`src/hdl/tcc_pkg.sv`:
```
// shared types and constants of the text console controller
package tcc_pkg;

	localparam int CELL_W = 16;
	localparam logic [CELL_W-1:0] BLANK_CELL = 16'h0F20;

	localparam logic [7:0] CHR_PRINT_LO  = 8'd32;
	localparam logic [7:0] CHR_PRINT_HI  = 8'd126;
	localparam logic [7:0] CHR_BACKSPACE = 8'd8;
	localparam logic [7:0] CHR_TAB       = 8'd9;
	localparam logic [7:0] CHR_LINE_FEED = 8'd10;
	localparam logic [7:0] CHR_FORM_FEED = 8'd12;
	localparam logic [7:0] CHR_RETURN    = 8'd13;

	localparam int TAB_STOP   = 8;
	localparam int FIFO_DEPTH = 2;

	localparam int APB_AW = 3;
	localparam int APB_DW = 32;
	localparam logic REG_BACKGROUND = 1'b0;
	localparam logic REG_FOREGROUND = 1'b1;
	localparam logic [2:0] BACKGROUND_RESET = 3'd0;
	localparam logic [3:0] FOREGROUND_RESET = 4'd15;

	typedef struct packed {
		logic       cmd;
		logic [7:0] char_code;
		logic [4:0] read_row;
		logic [6:0] read_column;
	} tcc_in_t;

	typedef struct packed {
		logic [4:0]  cursor_row;
		logic [6:0]  cursor_column;
		logic [10:0] cursor_position;
		logic [15:0] cell_data;
	} tcc_out_t;

	typedef enum logic [3:0] {
		OP_PRINT,
		OP_BACKSPACE,
		OP_TAB,
		OP_LINE_FEED,
		OP_FORM_FEED,
		OP_RETURN,
		OP_IGNORE,
		OP_READ,
		OP_READ_OUT
	} tcc_op_t;

	typedef struct packed {
		tcc_op_t           op;
		logic [CELL_W-1:0] cell_word;
		logic [4:0]        read_row;
		logic [6:0]        read_column;
	} tcc_cmd_t;

	typedef enum logic [1:0] {
		ST_CLEAR,
		ST_IDLE,
		ST_READ,
		ST_BLANK
	} tcc_state_t;

endpackage

```
`src/hdl/tcc_front.sv`:
```
// front end: accepts items and classifies them into commands
module tcc_front #(
	parameter int ROWS    = 25,
	parameter int COLUMNS = 80
) (
	input  logic              clk,
	input  logic              arst_n,
	input  logic              in_valid,
	output logic              in_ready,
	input  tcc_pkg::tcc_in_t  in_data,
	input  logic [2:0]        background_colour,
	input  logic [3:0]        foreground_colour,
	input  logic              init_busy,
	output logic              cmd_valid,
	input  logic              cmd_ready,
	output tcc_pkg::tcc_cmd_t cmd_data
);
	import tcc_pkg::*;

	logic     cmd_valid_s1;
	tcc_cmd_t cmd_s1;
	tcc_cmd_t cls;

	assign in_ready  = !init_busy && (!cmd_valid_s1 || cmd_ready);
	assign cmd_valid = cmd_valid_s1;
	assign cmd_data  = cmd_s1;

	always_comb begin
		cls.cell_word   = {1'b0, background_colour, foreground_colour, in_data.char_code};
		cls.read_row    = in_data.read_row;
		cls.read_column = in_data.read_column;
		if (in_data.cmd) begin
			if (32'(in_data.read_row) < 32'(ROWS) && 32'(in_data.read_column) < 32'(COLUMNS)) begin
				cls.op = OP_READ;
			end else begin
				cls.op = OP_READ_OUT;
			end
		end else if (in_data.char_code >= CHR_PRINT_LO && in_data.char_code <= CHR_PRINT_HI) begin
			cls.op = OP_PRINT;
		end else begin
			unique case (in_data.char_code)
				CHR_BACKSPACE: cls.op = OP_BACKSPACE;
				CHR_TAB:       cls.op = OP_TAB;
				CHR_LINE_FEED: cls.op = OP_LINE_FEED;
				CHR_FORM_FEED: cls.op = OP_FORM_FEED;
				CHR_RETURN:    cls.op = OP_RETURN;
				default:       cls.op = OP_IGNORE;
			endcase
		end
	end

	always_ff @(posedge clk or negedge arst_n) begin
		if (!arst_n) begin
			cmd_valid_s1 <= 1'b0;
		end else if (!cmd_valid_s1 || cmd_ready) begin
			cmd_valid_s1 <= in_valid && !init_busy;
		end
	end

	always_ff @(posedge clk) begin
		if (in_valid && in_ready) begin
			cmd_s1 <= cls;
		end
	end

endmodule

```
`config.mk`:
```
export PLATFORM = sky130hd
export DESIGN_NAME = tcc_front
export DESIGN_NICKNAME = d
export VERILOG_FILES = /design/src/hdl/tcc_pkg.sv /design/src/hdl/tcc_front.sv
export SDC_FILE = /design/constraint.sdc
export NUM_CORES = 1
export LEC_CHECK = 0
export BUFFER_PORTS_ARGS = -buffer_cell sky130_fd_sc_hd__buf_2
export CAP_MARGIN = 15
export CELL_PAD_IN_SITES_DETAIL_PLACEMENT = 0
export CELL_PAD_IN_SITES_GLOBAL_PLACEMENT = 1
export CORE_UTILIZATION = 33
export CTS_CLUSTER_DIAMETER = 120
export CTS_CLUSTER_SIZE = 25
export DETAILED_ROUTE_END_ITERATION = 10
export GPL_ROUTABILITY_DRIVEN = 0
export HOLD_SLACK_MARGIN = 0.03
export PLACE_DENSITY_LB_ADDON = 0.1
export SYNTH_ARGS = -nofsm -noshare
export SYNTH_HDL_FRONTEND = slang
export SYNTH_SLANG_ARGS = --single-unit
```
`constraint.sdc`:
```
create_clock -name clk -period 2.3 [get_ports clk]
set_clock_uncertainty 0.1 [all_clocks]
set_input_delay 0.46 -clock clk [delete_from_list [all_inputs] [get_ports clk]]
set_output_delay 0.46 -clock clk [all_outputs]
set_load 0.1 [all_outputs]
```
# ---- Word-level counts from Yosys, hierarchy flattened
# Index checks and enable logic that the tools add are counted.
dict set report classes {
  n_lt_le_gt_ge 4
  n_eq_ne 5
  reduce_logical 8
  muxes 4
}
# operator count
set op_table {}
lappend op_table {{$eq 8x4->1 const B} 5}
lappend op_table {{$pmux 3 s5} 1}
lappend op_table {{$ge 8x6->1 const B} 1}
lappend op_table {{$le 8x7->1 const B} 1}
lappend op_table {{$mux 4} 2}
lappend op_table {{$lt 7x7->1 const B} 1}
lappend op_table {{$logic_and 1x1->1} 5}
lappend op_table {{$lt 5x5->1 const B} 1}
lappend op_table {{$mux 3} 1}
lappend op_table {{$logic_not 1->1} 2}
lappend op_table {{$logic_or 1x1->1} 1}
dict set report totals {
  reg_bits 32
  elab_cells 26
  output_inout_bits 34
}

# ---- Logic depth before layout (Yosys ltp)
# Gate-level depths: netlist (run 1).
dict set report depth {
  word_depth 4
  mapped_depth 3
  depth_no_buf 3
}

# ---- Worst setup path after synthesis (run 1)
# No wires, ideal clock.
dict set report synth_timing {
  path_kind {reg-to-reg}
  startpoint {register cmd_valid_s1, in the netlist cmd_valid}
  endpoint {register cmd_s1, in the netlist cmd_data[0], enable pin}
  n_path_buf 0
  period_less_slack_ns 3.863
  t_arrival_ns 3.372
  setup_ns 0.391
  path_stages_with_launch 3
  t_required_ns 1.809
  path_slack_ns -1.563
  cell_sequence {dfrtp_1 > a21oi_1 > and2_1}
}
dict set report synth_via {
  elab_chain_cells 4
}
# element line
set synth_lines {}
lappend synth_lines {{from (decl)} tcc_front.sv:20} ;# logic cmd_valid_s1;
lappend synth_lines {{from (signal assigned)} tcc_front.sv:56} ;# cmd_valid_s1 <= in_valid && !init_busy;
lappend synth_lines {{$logic_not 1->1} tcc_front.sv:24} ;# assign in_ready = !init_busy && (!cmd_valid_s1 || cmd_ready);
lappend synth_lines {{$logic_or 1x1->1} tcc_front.sv:24}
lappend synth_lines {{$logic_and 1x1->1} tcc_front.sv:24}
lappend synth_lines {{via in_ready} tcc_front.sv:9} ;# output logic in_ready,
lappend synth_lines {{$logic_and 1x1->1} tcc_front.sv:61} ;# if (in_valid && in_ready) begin
lappend synth_lines {{to (signal assigned)} tcc_front.sv:62} ;# cmd_s1 <= cls;
lappend synth_lines {{to (decl)} tcc_front.sv:21} ;# tcc_cmd_t cmd_s1;
# The timed path passes the listed nets, and every way through them passes these cells.
# A chain may end at the register's enable or synchronous reset.

# ---- Worst setup path after layout (run 1)
dict set report layout_timing {
  startpoint {register cmd_valid_s1, in the netlist cmd_valid}
  endpoint {output in_ready}
}
dict set report layout_via {
  elab_chain_cells 3
}
# element line
set layout_lines {}
lappend layout_lines {{$logic_not 1->1} tcc_front.sv:24}
lappend layout_lines {{$logic_or 1x1->1} tcc_front.sv:24}
lappend layout_lines {{$logic_and 1x1->1} tcc_front.sv:24}
lappend layout_lines {{to (decl)} tcc_front.sv:9}
# No other way between the ends.

==> metrics.md, run 1 <==
| Metric | Value |
|---|---|
| Outcome | finished, final reports clean |
| Most common cell in the synthesized netlist | edfxtp_1 |
| Clock Pin Slew Worst Setup and Hold Paths | 0.09 ns |
| Count of cell types in the netlist | 24 |
| Synthesized area | 1140 sq um |
| Post-Syn Instances | 57 |
| Multi-input logic area | 191 sq um |
| Setup bufs post-CTS | 0 |
| Vias in the first global route | 668 |
| Core Footprint | 3340 sq um |
| DP Area | 1540 sq um |
| First-pass iteration count of the detailed router | 4 |
| Max_cap viols | 0 |
| Non-filler cells, final | 175 |
| Initial drt markers | 5 |
| First-pass GRT wire length | 2800 microns |
| Place WS | 0.568 ns |
| CTS buffer count | 5 |
| Detail Route Antenna Nets | 0 |
| Tcrit/Tclk final | 0.827 |
| Worst EP required | 1.74 ns |
| DRC | 0 |
| Share of the synthesized area in the top cell type | 0.813 |
| Initial cell density of the core | 0.343 |
| Synth top area cells | edfxtp_1 81%, dfrtp_1 2.2%, or4_1 2.0% |
| Leak pwr | 0.648 nW |
| Total grt overflow | 0 |
| Ys flop type | edfxtp_1 |
| Post-synth ARST share | 0.0313 |
| Row cnt | 21 |
| Unrepaired setup endpoints after global routing | no |
| Vias | 777 |
| Post-synthesis compound-gate area fraction | 0.0863 |
| # diodes | 0 |
| Total power divided by cell area | 783 nW/um^2 |
| Largest area contributor in the netlist | edfxtp_1 |
| Layout cells sized above 1 | 0.589 |
| Yosys warnings | 0 |
| Worst-path fanout max | 3 |
| Total GRT Usage | 0.111 |
| Post-synth EDFFs | 31 |
| CTS root buf | clkbuf_4 |
| Initial antenna violation count | 0 |
| Setup violators final | 0 |
| Final setup TNS | 0 ns |
| #FFs+latches synth | 32 |
| Critical path class | flip-flop to output port |
| Fmax | 0.526 GHz |
| Final instance area | 1590 sq um |
| Maximum vdd drop | 327 uV |
| Syn_area_per_cell | 20.1 sq um |
| Die ar. | 3710 sq um |
| IO Pins | 67 |
| Via density | 4.44 |
| Placed cells | 167 |
| Syn nets | 90 |
| Simple-Gate Fraction of Synth Area | 0.0656 |
| # resized after CTS | 0 |
| Max Root-Sink Buffers | 2 |
| Hold Path Class | input pin to flip-flop |
| # clock sinks | 32 |
| Worst Setup End Kind | output port |
| Synth top cells by count | 31 x edfxtp_1, 3 x or4_1, 2 x o31ai_1 |
| Final Hold Vio Count | 0 |
| Dpl hpwl | 1500 microns |
| Post-synthesis mux area share | 0 |
| Sequential Area | 957 sq um |
| Register area share after synthesis | 0.835 |
| CP arrival | 1.34 ns |
| Startpoint types | flip-flop |
| Tmin final | 1.90 ns |
| Post-layout util | 0.477 |
| Die height | 60.9 microns |
| Die extent in x | 60.9 microns |
| Worst-Skew Late Latency | 0.30 ns |
| Largest net degree at the start of global routing | 32 |
| H-Tree Depth | 2 |
| Largest family of logic cells by synthesized area | compound AO/OA/AOI/OAI gates |
| Port Buf Inserts | 65 |
| Post-Synth Adder-Cell Area | 0 |
| Hold_buf cts | 1 |
| TritonCTS clock tree | done |
| Worst Setup Slack, final | 0.397 ns |
| Per-cell routed wire length | 11.5 microns |
| P&R area growth vs syn | 38.9% |
| Final wirelength | 2010 microns |
| FILL cells | 312 |
| XOR/XNOR Fraction of Synth Area | 0 |
| Final nets | 162 |
| Final Max Tran Viols | 0 |
## stage by stage
step           hold WS [ns]  power [mW]
2_1_floorplan        0.0644       0.927
3_3_place_gp          0.136       0.989
3_5_place_dp          0.138       0.990
4_1_cts               0.193        1.27
5_1_grt               0.185        1.30
6_report              0.215        1.25
## final timing paths
kind / cells after the start / slack [ns] / to / startpoint
setup / recovery: 2 / 0.40 / in_ready / cmd_valid
hold / removal: 1 / 0.21 / cmd_data[26] / background_colour[2]
setup reg to reg: 2 / 0.85 / cmd_data[30] / cmd_valid
hold reg to reg: 1 / 0.47 / cmd_valid / cmd_valid
max in group asynchronous: 2 / 1.66 / cmd_valid / arst_n
min in group asynchronous: 2 / 0.34 / cmd_valid / arst_n
## critical path: stages (launching register included)
cell and delay, ns:
dfrtp_2 0.44, a21oi_4 0.16, buf_2 0.44
## layer usage
layer	vias up	wire (microns)	track usage
li1	374	-	-
met1	361	753	0.111
met2	40	978	0.179
met3	2	255	0.0618
met4	0	20	0.0682
met5	-	0	0
## sequential cells by signal (all words and copies together), names as in the netlist
name	flops
cmd_data	31
cmd_valid	1
## area by class of cell
class / count / share of cell area
Tap cell: 46 / 0.0362
Timing Repair Buffer: 66 / 0.211
Inverter: 1 / 0.00236
Clock inverter: 2 / 0.00472
Sequential cell: 32 / 0.602
Multi-Input combinational cell: 23 / 0.120
Clock buffer: 5 / 0.0236
## cell families after synthesis
logic type / Yosys count
AO/OA/AOI/OAI: 12
flip-flops: 32
AND/OR/NAND/NOR: 10
buffers and inverters: 2
other: 1
## placed cells by master (no fill, tap or decap)
| cell | Yosys | layout |
|---|---|---|
| dlygate4sd3_1 | 0 | 1 |
| o311ai_1 | 1 | 1 |
| nand3b_1 | 1 | 1 |
| a22o_1 | 1 | 1 |
| clkbuf_4 | 0 | 5 |
| or4_1 | 3 | 3 |
| nor3_1 | 1 | 1 |
| nand2b_4 | 1 | 1 |
| o21bai_1 | 1 | 1 |
| and2_4 | 0 | 1 |
| inv_1 | 1 | 1 |
| and4_1 | 1 | 1 |
| a21boi_0 | 1 | 1 |
| nand3_1 | 1 | 1 |
| clkinv_1 | 0 | 2 |
| edfxtp_1 | 31 | 31 |
| o21ai_0 | 1 | 1 |
| a41oi_1 | 1 | 1 |
| o31ai_2 | 1 | 1 |
| o21a_1 | 1 | 1 |
| a21oi_4 | 0 | 1 |
| conb_1 | 1 | 1 |
| a211oi_2 | 1 | 1 |
| o31ai_1 | 2 | 2 |
| dfrtp_2 | 0 | 1 |
| nor2b_1 | 1 | 1 |
| buf_2 | 0 | 65 |
## power by group
group / internal, mW / switching, mW / leakage [nW]
Sequential: 0.672 / 0.00699 / 0.300
Combinational: 0.0504 / 0.246 / 0.321
Clock: 0.106 / 0.163 / 0.0261
Total: 0.829 / 0.417 / 0.648
(Power assumes the default switching activity.)
==> inputs of run 2 (changes only) <==
- clock period: 2.3 -> 1.9 ns (I/O delays scaled with it)
==> run 2 against run 1 <==
Critical path depth unchanged. Highest routed layer unchanged. Die area stayed put. Global-route usage up 1.2 points. Sequential power is 21% higher. Sequential cell count stayed put. First-iteration DRC count rose to 2.6 times the previous value.
==> metrics.md, run 2 (synthesis gave the netlist of run 1 again) <==
| Metric | Value |
|---|---|
| Hold Path Class | input pin to flip-flop |
| First-pass GRT wire length | 3090 microns (+10%) |
| Die ar. | 3710 sq um (unchanged) |
| Critical path class | flip-flop to output port |
| Final setup TNS | 0 ns (unchanged) |
| Most common cell after layout, fill and taps aside | buf_2 |
| Initial drt markers | 13 (+8) |
| Hold worst-path end | cmd_data[21] |
| Worst EP required | 1.42 ns (-0.32 ns) |
| Tmin final | 1.80 ns |
| Fmax | 0.557 GHz |
| CTS root buf | clkbuf_4 |
| Total GRT Usage | 0.123 (+0.0119) |
| Placed cells | 167 (unchanged) |
| Non-filler cells, final | 176 (+0.57%) |
| Worst R2R Path Depth | 2 (unchanged) |
| Max Root-Sink Buffers | 2 (unchanged) |
| # diodes | 0 (unchanged) |
| Final Max Tran Viols | 0 (unchanged) |
| Die height | 60.9 microns (unchanged) |
| Post-layout util | 0.489 (+0.0120) |
| # clock sinks | 32 (unchanged) |
| Dpl hpwl | 1530 microns (+2.3%) |
| Clock Pin Slew Worst Setup and Hold Paths | 0.10 ns (about the same) |
| Max reg flops | 31 (unchanged) |
| DRC | 0 (unchanged) |
| Worst-Skew Late Latency | 0.33 ns (+0.03 ns) |
| Worst-path fanout max | 3 (unchanged) |
| Initial cell density of the core | 0.343 (unchanged) |
| Port Buf Inserts | 65 (unchanged) |
| Final Hold Vio Count | 0 (unchanged) |
| CP arrival | 1.32 ns (-0.02 ns) |
| Final wirelength | 2120 microns (+5.7%) |
| Hold WS | 0.115 ns (-0.0993 ns) |
| Core Footprint | 3340 sq um (unchanged) |
| Tcrit/Tclk final | 0.945 |
| Outcome | finished, final reports clean |
| Row cnt | 21 (unchanged) |
| Via density | 4.51 (+1.6%) |
| Setup bufs post-CTS | 0 (unchanged) |
| Final nets | 162 (unchanged) |
| IO Pins | 67 (unchanged) |
| Max_cap viols | 0 (unchanged) |
| Reg2Reg Setup Slack | 0.36 ns (-0.49 ns) |
| Setup violators final | 0 (unchanged) |
| CTS buffer count | 5 (unchanged) |
| Detail Route Antenna Nets | 0 (unchanged) |
| P&R area growth vs syn | 42.4% |
| Layout cells sized above 1 | 0.608 (+0.0185) |
| Leading cell types in the layout, fill and taps excluded | 64 x buf_2, 31 x edfxtp_1, 5 x clkbuf_4 |
| H-Tree Depth | 2 (unchanged) |
| R2r startpoint | cmd_valid |
| First-pass iteration count of the detailed router | 4 (unchanged) |
| Per-cell routed wire length | 12.1 microns (+5.1%) |
| Largest net degree at the start of global routing | 32 (unchanged) |
| Unrepaired setup endpoints after global routing | no |
| Startpoint types | flip-flop |
| Critical R2R Capture | cmd_data[3] |
| Vias | 794 (+2.2%) |
| TritonCTS clock tree | done |
| FILL cells | 301 (-3.5%) |
| Maximum vdd drop | 387 uV (+18%) |
| Hold Path Origin | foreground_colour[1] |
| Worst Setup End Kind | output port |
| Initial antenna violation count | 0 (unchanged) |
| Hold path depth | 1 (unchanged) |
| Die extent in x | 60.9 microns (unchanged) |
| Total grt overflow | 0 (unchanged) |
| Leak pwr | 0.664 nW (+2.4%) |
| Vias in the first global route | 707 (+5.8%) |
| Total power divided by cell area | 1040 nW/um^2 (+33%) |
## run 2: critical path, cell delays in order, from the launching register on
cell,delay (ns)
dfrtp_4,0.51
a21oi_4,0.17
buf_4,0.31
## run 2: worst max path at each step
stage | to | cells after the start | from | slack (ns)
2_1_floorplan | cmd_data[0] | 2 | cmd_valid | -0.28
3_3_place_gp | cmd_data[30] | 4 | in_data[18] | 0.26
3_5_place_dp | cmd_data[30] | 4 | in_data[18] | 0.25
4_1_cts | in_ready | 2 | cmd_valid | 0.08
5_1_grt | in_ready | 2 | cmd_valid | 0.05
6_report | in_ready | 2 | cmd_valid | 0.10
## run 2: per-layer routing
| metal | up-vias | wire length [microns] | GRT usage |
|---|---|---|---|
| li1 | 375 | - | - |
| met1 | 368 | 870 | 0.136 |
| met2 | 44 | 961 | 0.184 |
| met3 | 7 | 242 | 0.0725 |
| met4 | 0 | 47 | 0.0682 |
| met5 | - | 0 | 0 |
## run 2: power by group
| group | internal [mW] | switching (mW) | leakage [nW] | total, mW |
|---|---|---|---|---|
| clock network | 0.274 | 0.239 | 0.0412 | 0.514 |
| logic | 0.0620 | 0.300 | 0.322 | 0.362 |
| registers | 0.814 | 0.00833 | 0.300 | 0.823 |
## run 2: timing repair
action / in CTS / in global routing
hold endpoints to repair: 1 / 0
setup endpoints to repair: 1 / 0
gates resized for setup: 1 / 0
hold buffers: 1 / 0
## run 2: stage by stage
step	setup WS [ns]	instance area, sq um	power (mW)
2_1_floorplan	-0.276	1160	1.12
3_3_place_gp	0.262	1540	1.20
3_5_place_dp	0.250	1540	1.20
4_1_cts	0.0770	1630	1.73
5_1_grt	0.0498	1630	1.76
6_report	0.104	1630	1.70
## run 2: area by class of cell
class,count,area (sq um),area share
Tap cell,46,57.6,0.0353
Clock buffer,5,37.5,0.0230
Clock inverter,3,42.5,0.0261
Sequential cell,32,960,0.589
Inverter,1,3.75,0.00230
Timing Repair Buffer,66,338,0.207
Multi-Input combinational cell,23,191,0.117
==> inputs of run 3 (changes only) <==
- PLACE_DENSITY_LB_ADDON: 0.1 -> 0.2
- clock period: 1.9 -> 2 ns (I/O delays scaled with it)
==> run 3 against run 2 <==
Non-clock buffer count stayed put. Routed wire length is 3.9% higher. Count of clock-buffer cells in the layout stayed put. Worst hold slack better by 0.011 ns. Largest power group unchanged. Clock power is 6.0% lower. Total power is 5.3% lower. Sequential cell count stayed put.
==> metrics.md, run 3 (synthesis gave the netlist of run 1 again) <==
| Metric | Value |
|---|---|
| Clk network pwr share | 0.300 (-0.002) |
| Final nets | 162 (unchanged) |
| Hold Path Class | input pin to flip-flop |
| Worst-path fanout max | 3 (unchanged) |
| Setup bufs post-CTS | 0 (unchanged) |
| H-Tree Depth | 2 (unchanged) |
| Final instance area | 1630 sq um (-0.15%) |
| Max_cap viols | 0 (unchanged) |
| Pint | 1.09 mW (-5.1%) |
| Clock Pin Slew Worst Setup and Hold Paths | 0.10 ns (about the same) |
| # diodes | 0 (unchanged) |
| R2r startpoint | cmd_valid |
| Most common cell after layout, fill and taps aside | buf_2 |
| Multi-input logic area | 191 sq um (unchanged) |
| Maximum vdd drop | 289 uV (-25%) |
| Port Buf Inserts | 65 (unchanged) |
| P&R area growth vs syn | 42.2% |
| First-pass iteration count of the detailed router | 3 (-1) |
| Initial drt markers | 22 (+9) |
| Dpl hpwl | 1630 microns (+6.4%) |
| Row cnt | 21 (unchanged) |
| Die ar. | 3710 sq um (unchanged) |
| Critical path class | flip-flop to output port |
| Unrepaired setup endpoints after global routing | no |
| Total power divided by cell area | 988 nW/um^2 (-5.2%) |
| Total grt overflow | 0 (unchanged) |
| Final setup TNS | 0 ns (unchanged) |
| Largest net degree at the start of global routing | 32 (unchanged) |
| Worst EP required | 1.50 ns (+0.08 ns) |
| Leak pwr | 0.663 nW (-0.11%) |
| Max reg flops | 31 (unchanged) |
| Layout cells sized above 1 | 0.608 (unchanged) |
| FILL cells | 316 (+5.0%) |
| Hold Path Origin | foreground_colour[0] |
| Switching share of power | 0.321 (-0.00155) |
| Die height | 60.9 microns (unchanged) |
| P_sw | 0.516 mW (-5.8%) |
| Setup violators final | 0 (unchanged) |
| Detail Route Antenna Nets | 0 (unchanged) |
| Critical path origin | cmd_valid |
| Max Root-Sink Buffers | 2 (unchanged) |
| Sequential Area | 960 sq um (unchanged) |
| CTS buffer count | 5 (unchanged) |
| Initial antenna violation count | 0 (unchanged) |
| Vias in the first global route | 702 (-0.71%) |
| IO Pins | 67 (unchanged) |
| Register share of total power | 0.486 (about the same) |
| Startpoint types | flip-flop |
| Core Footprint | 3340 sq um (unchanged) |
| Tmin final | 1.95 ns |
| Total GRT Usage | 0.133 (+0.0102) |
| Final Max Tran Viols | 0 (unchanged) |
| Leading cell types in the layout, fill and taps excluded | 65 x buf_2, 31 x edfxtp_1, 5 x clkbuf_4 |
| # clock sinks | 32 (unchanged) |
| DRC | 0 (unchanged) |
| Worst-Skew Late Latency | 0.33 ns (about the same) |
| Final Hold Vio Count | 0 (unchanged) |
| Via density | 4.51 (-0.13%) |
| Vias | 793 (-0.13%) |
| First-pass GRT wire length | 3280 microns (+6.0%) |
| Per-cell routed wire length | 12.5 microns (+3.9%) |
| TritonCTS clock tree | done |
| Initial cell density of the core | 0.343 (unchanged) |
| Worst Setup End Kind | output port |
| Final wirelength | 2200 microns (+3.9%) |
| Die extent in x | 60.9 microns (unchanged) |
| Logic pwr share | 0.214 (about the same) |
| DP Area | 1540 sq um (unchanged) |
| CTS root buf | clkbuf_4 |
| Tcrit/Tclk final | 0.976 |
| Outcome | finished, final reports clean |
| Post-layout util | 0.488 (-0.000750) |
| Fmax | 0.512 GHz |
| CP arrival | 1.45 ns (+0.13 ns) |
## run 3: cell types whose count changed in the layout (fill, tap and decap cells not counted)
| cell | before | now |
|---|---|---|
| buf_2 | 64 | 65 |
| buf_4 | 1 | 0 |
## run 3: routing by layer
layer,GRT usage,up-vias,wire (microns)
met5,0,-,0
met4,0.117,0,86
met3,0.0469,8,173
met2,0.218,35,1130
met1,0.133,369,814
li1,-,381,-
## run 3: power by group through the flow
stage / registers [mW] / logic [mW] / clock network, mW
2_1_floorplan: 1.01 / 0.0551 / 0
3_3_place_gp: 0.797 / 0.340 / 0
3_5_place_dp: 0.798 / 0.343 / 0
4_1_cts: 0.783 / 0.345 / 0.495
5_1_grt: 0.785 / 0.359 / 0.519
6_report: 0.782 / 0.343 / 0.483
## run 3: stage by stage
stage	power, mW	worst slack [ns]	hold slack [ns]	instances
3_5_place_dp	1.14	0.325	0.0757	167
5_1_grt	1.66	0.000511	0.111	176
4_1_cts	1.62	0.0384	0.114	176
2_1_floorplan	1.07	-0.176	0.00443	57
6_report	1.61	0.0479	0.126	176
3_3_place_gp	1.14	0.345	0.0750	167
## run 3: cell type report
type                    count  area share
repair buffers             66       0.206
inverters                   1     0.00231
clock buffers               5      0.0231
flip-flops and latches     32       0.590
well taps                  46      0.0354
clock inverters             3      0.0261
multi-input cells          23       0.118
## run 3: what timing repair did
item,in CTS,in global routing
resized for setup,0,0
endpoints found under the hold margin,1,0
hold buffers,1,0
## run 3: worst max-delay path, stage by stage, from the launching register on
cell and delay, ns:
dfrtp_4 0.51, a21oi_4 0.17, buf_2 0.44
## run 3: worst paths after layout
path | slack [ns] | endpoint | cells past startpoint
setup / recovery | 0.05 | in_ready | 2
hold / removal | 0.13 | cmd_data[20] | 1
setup reg to reg | 0.47 | cmd_data[9] | 2
hold reg to reg | 0.51 | cmd_valid | 1
max in group asynchronous | 1.44 | cmd_valid | 2
min in group asynchronous | 0.27 | cmd_valid | 2
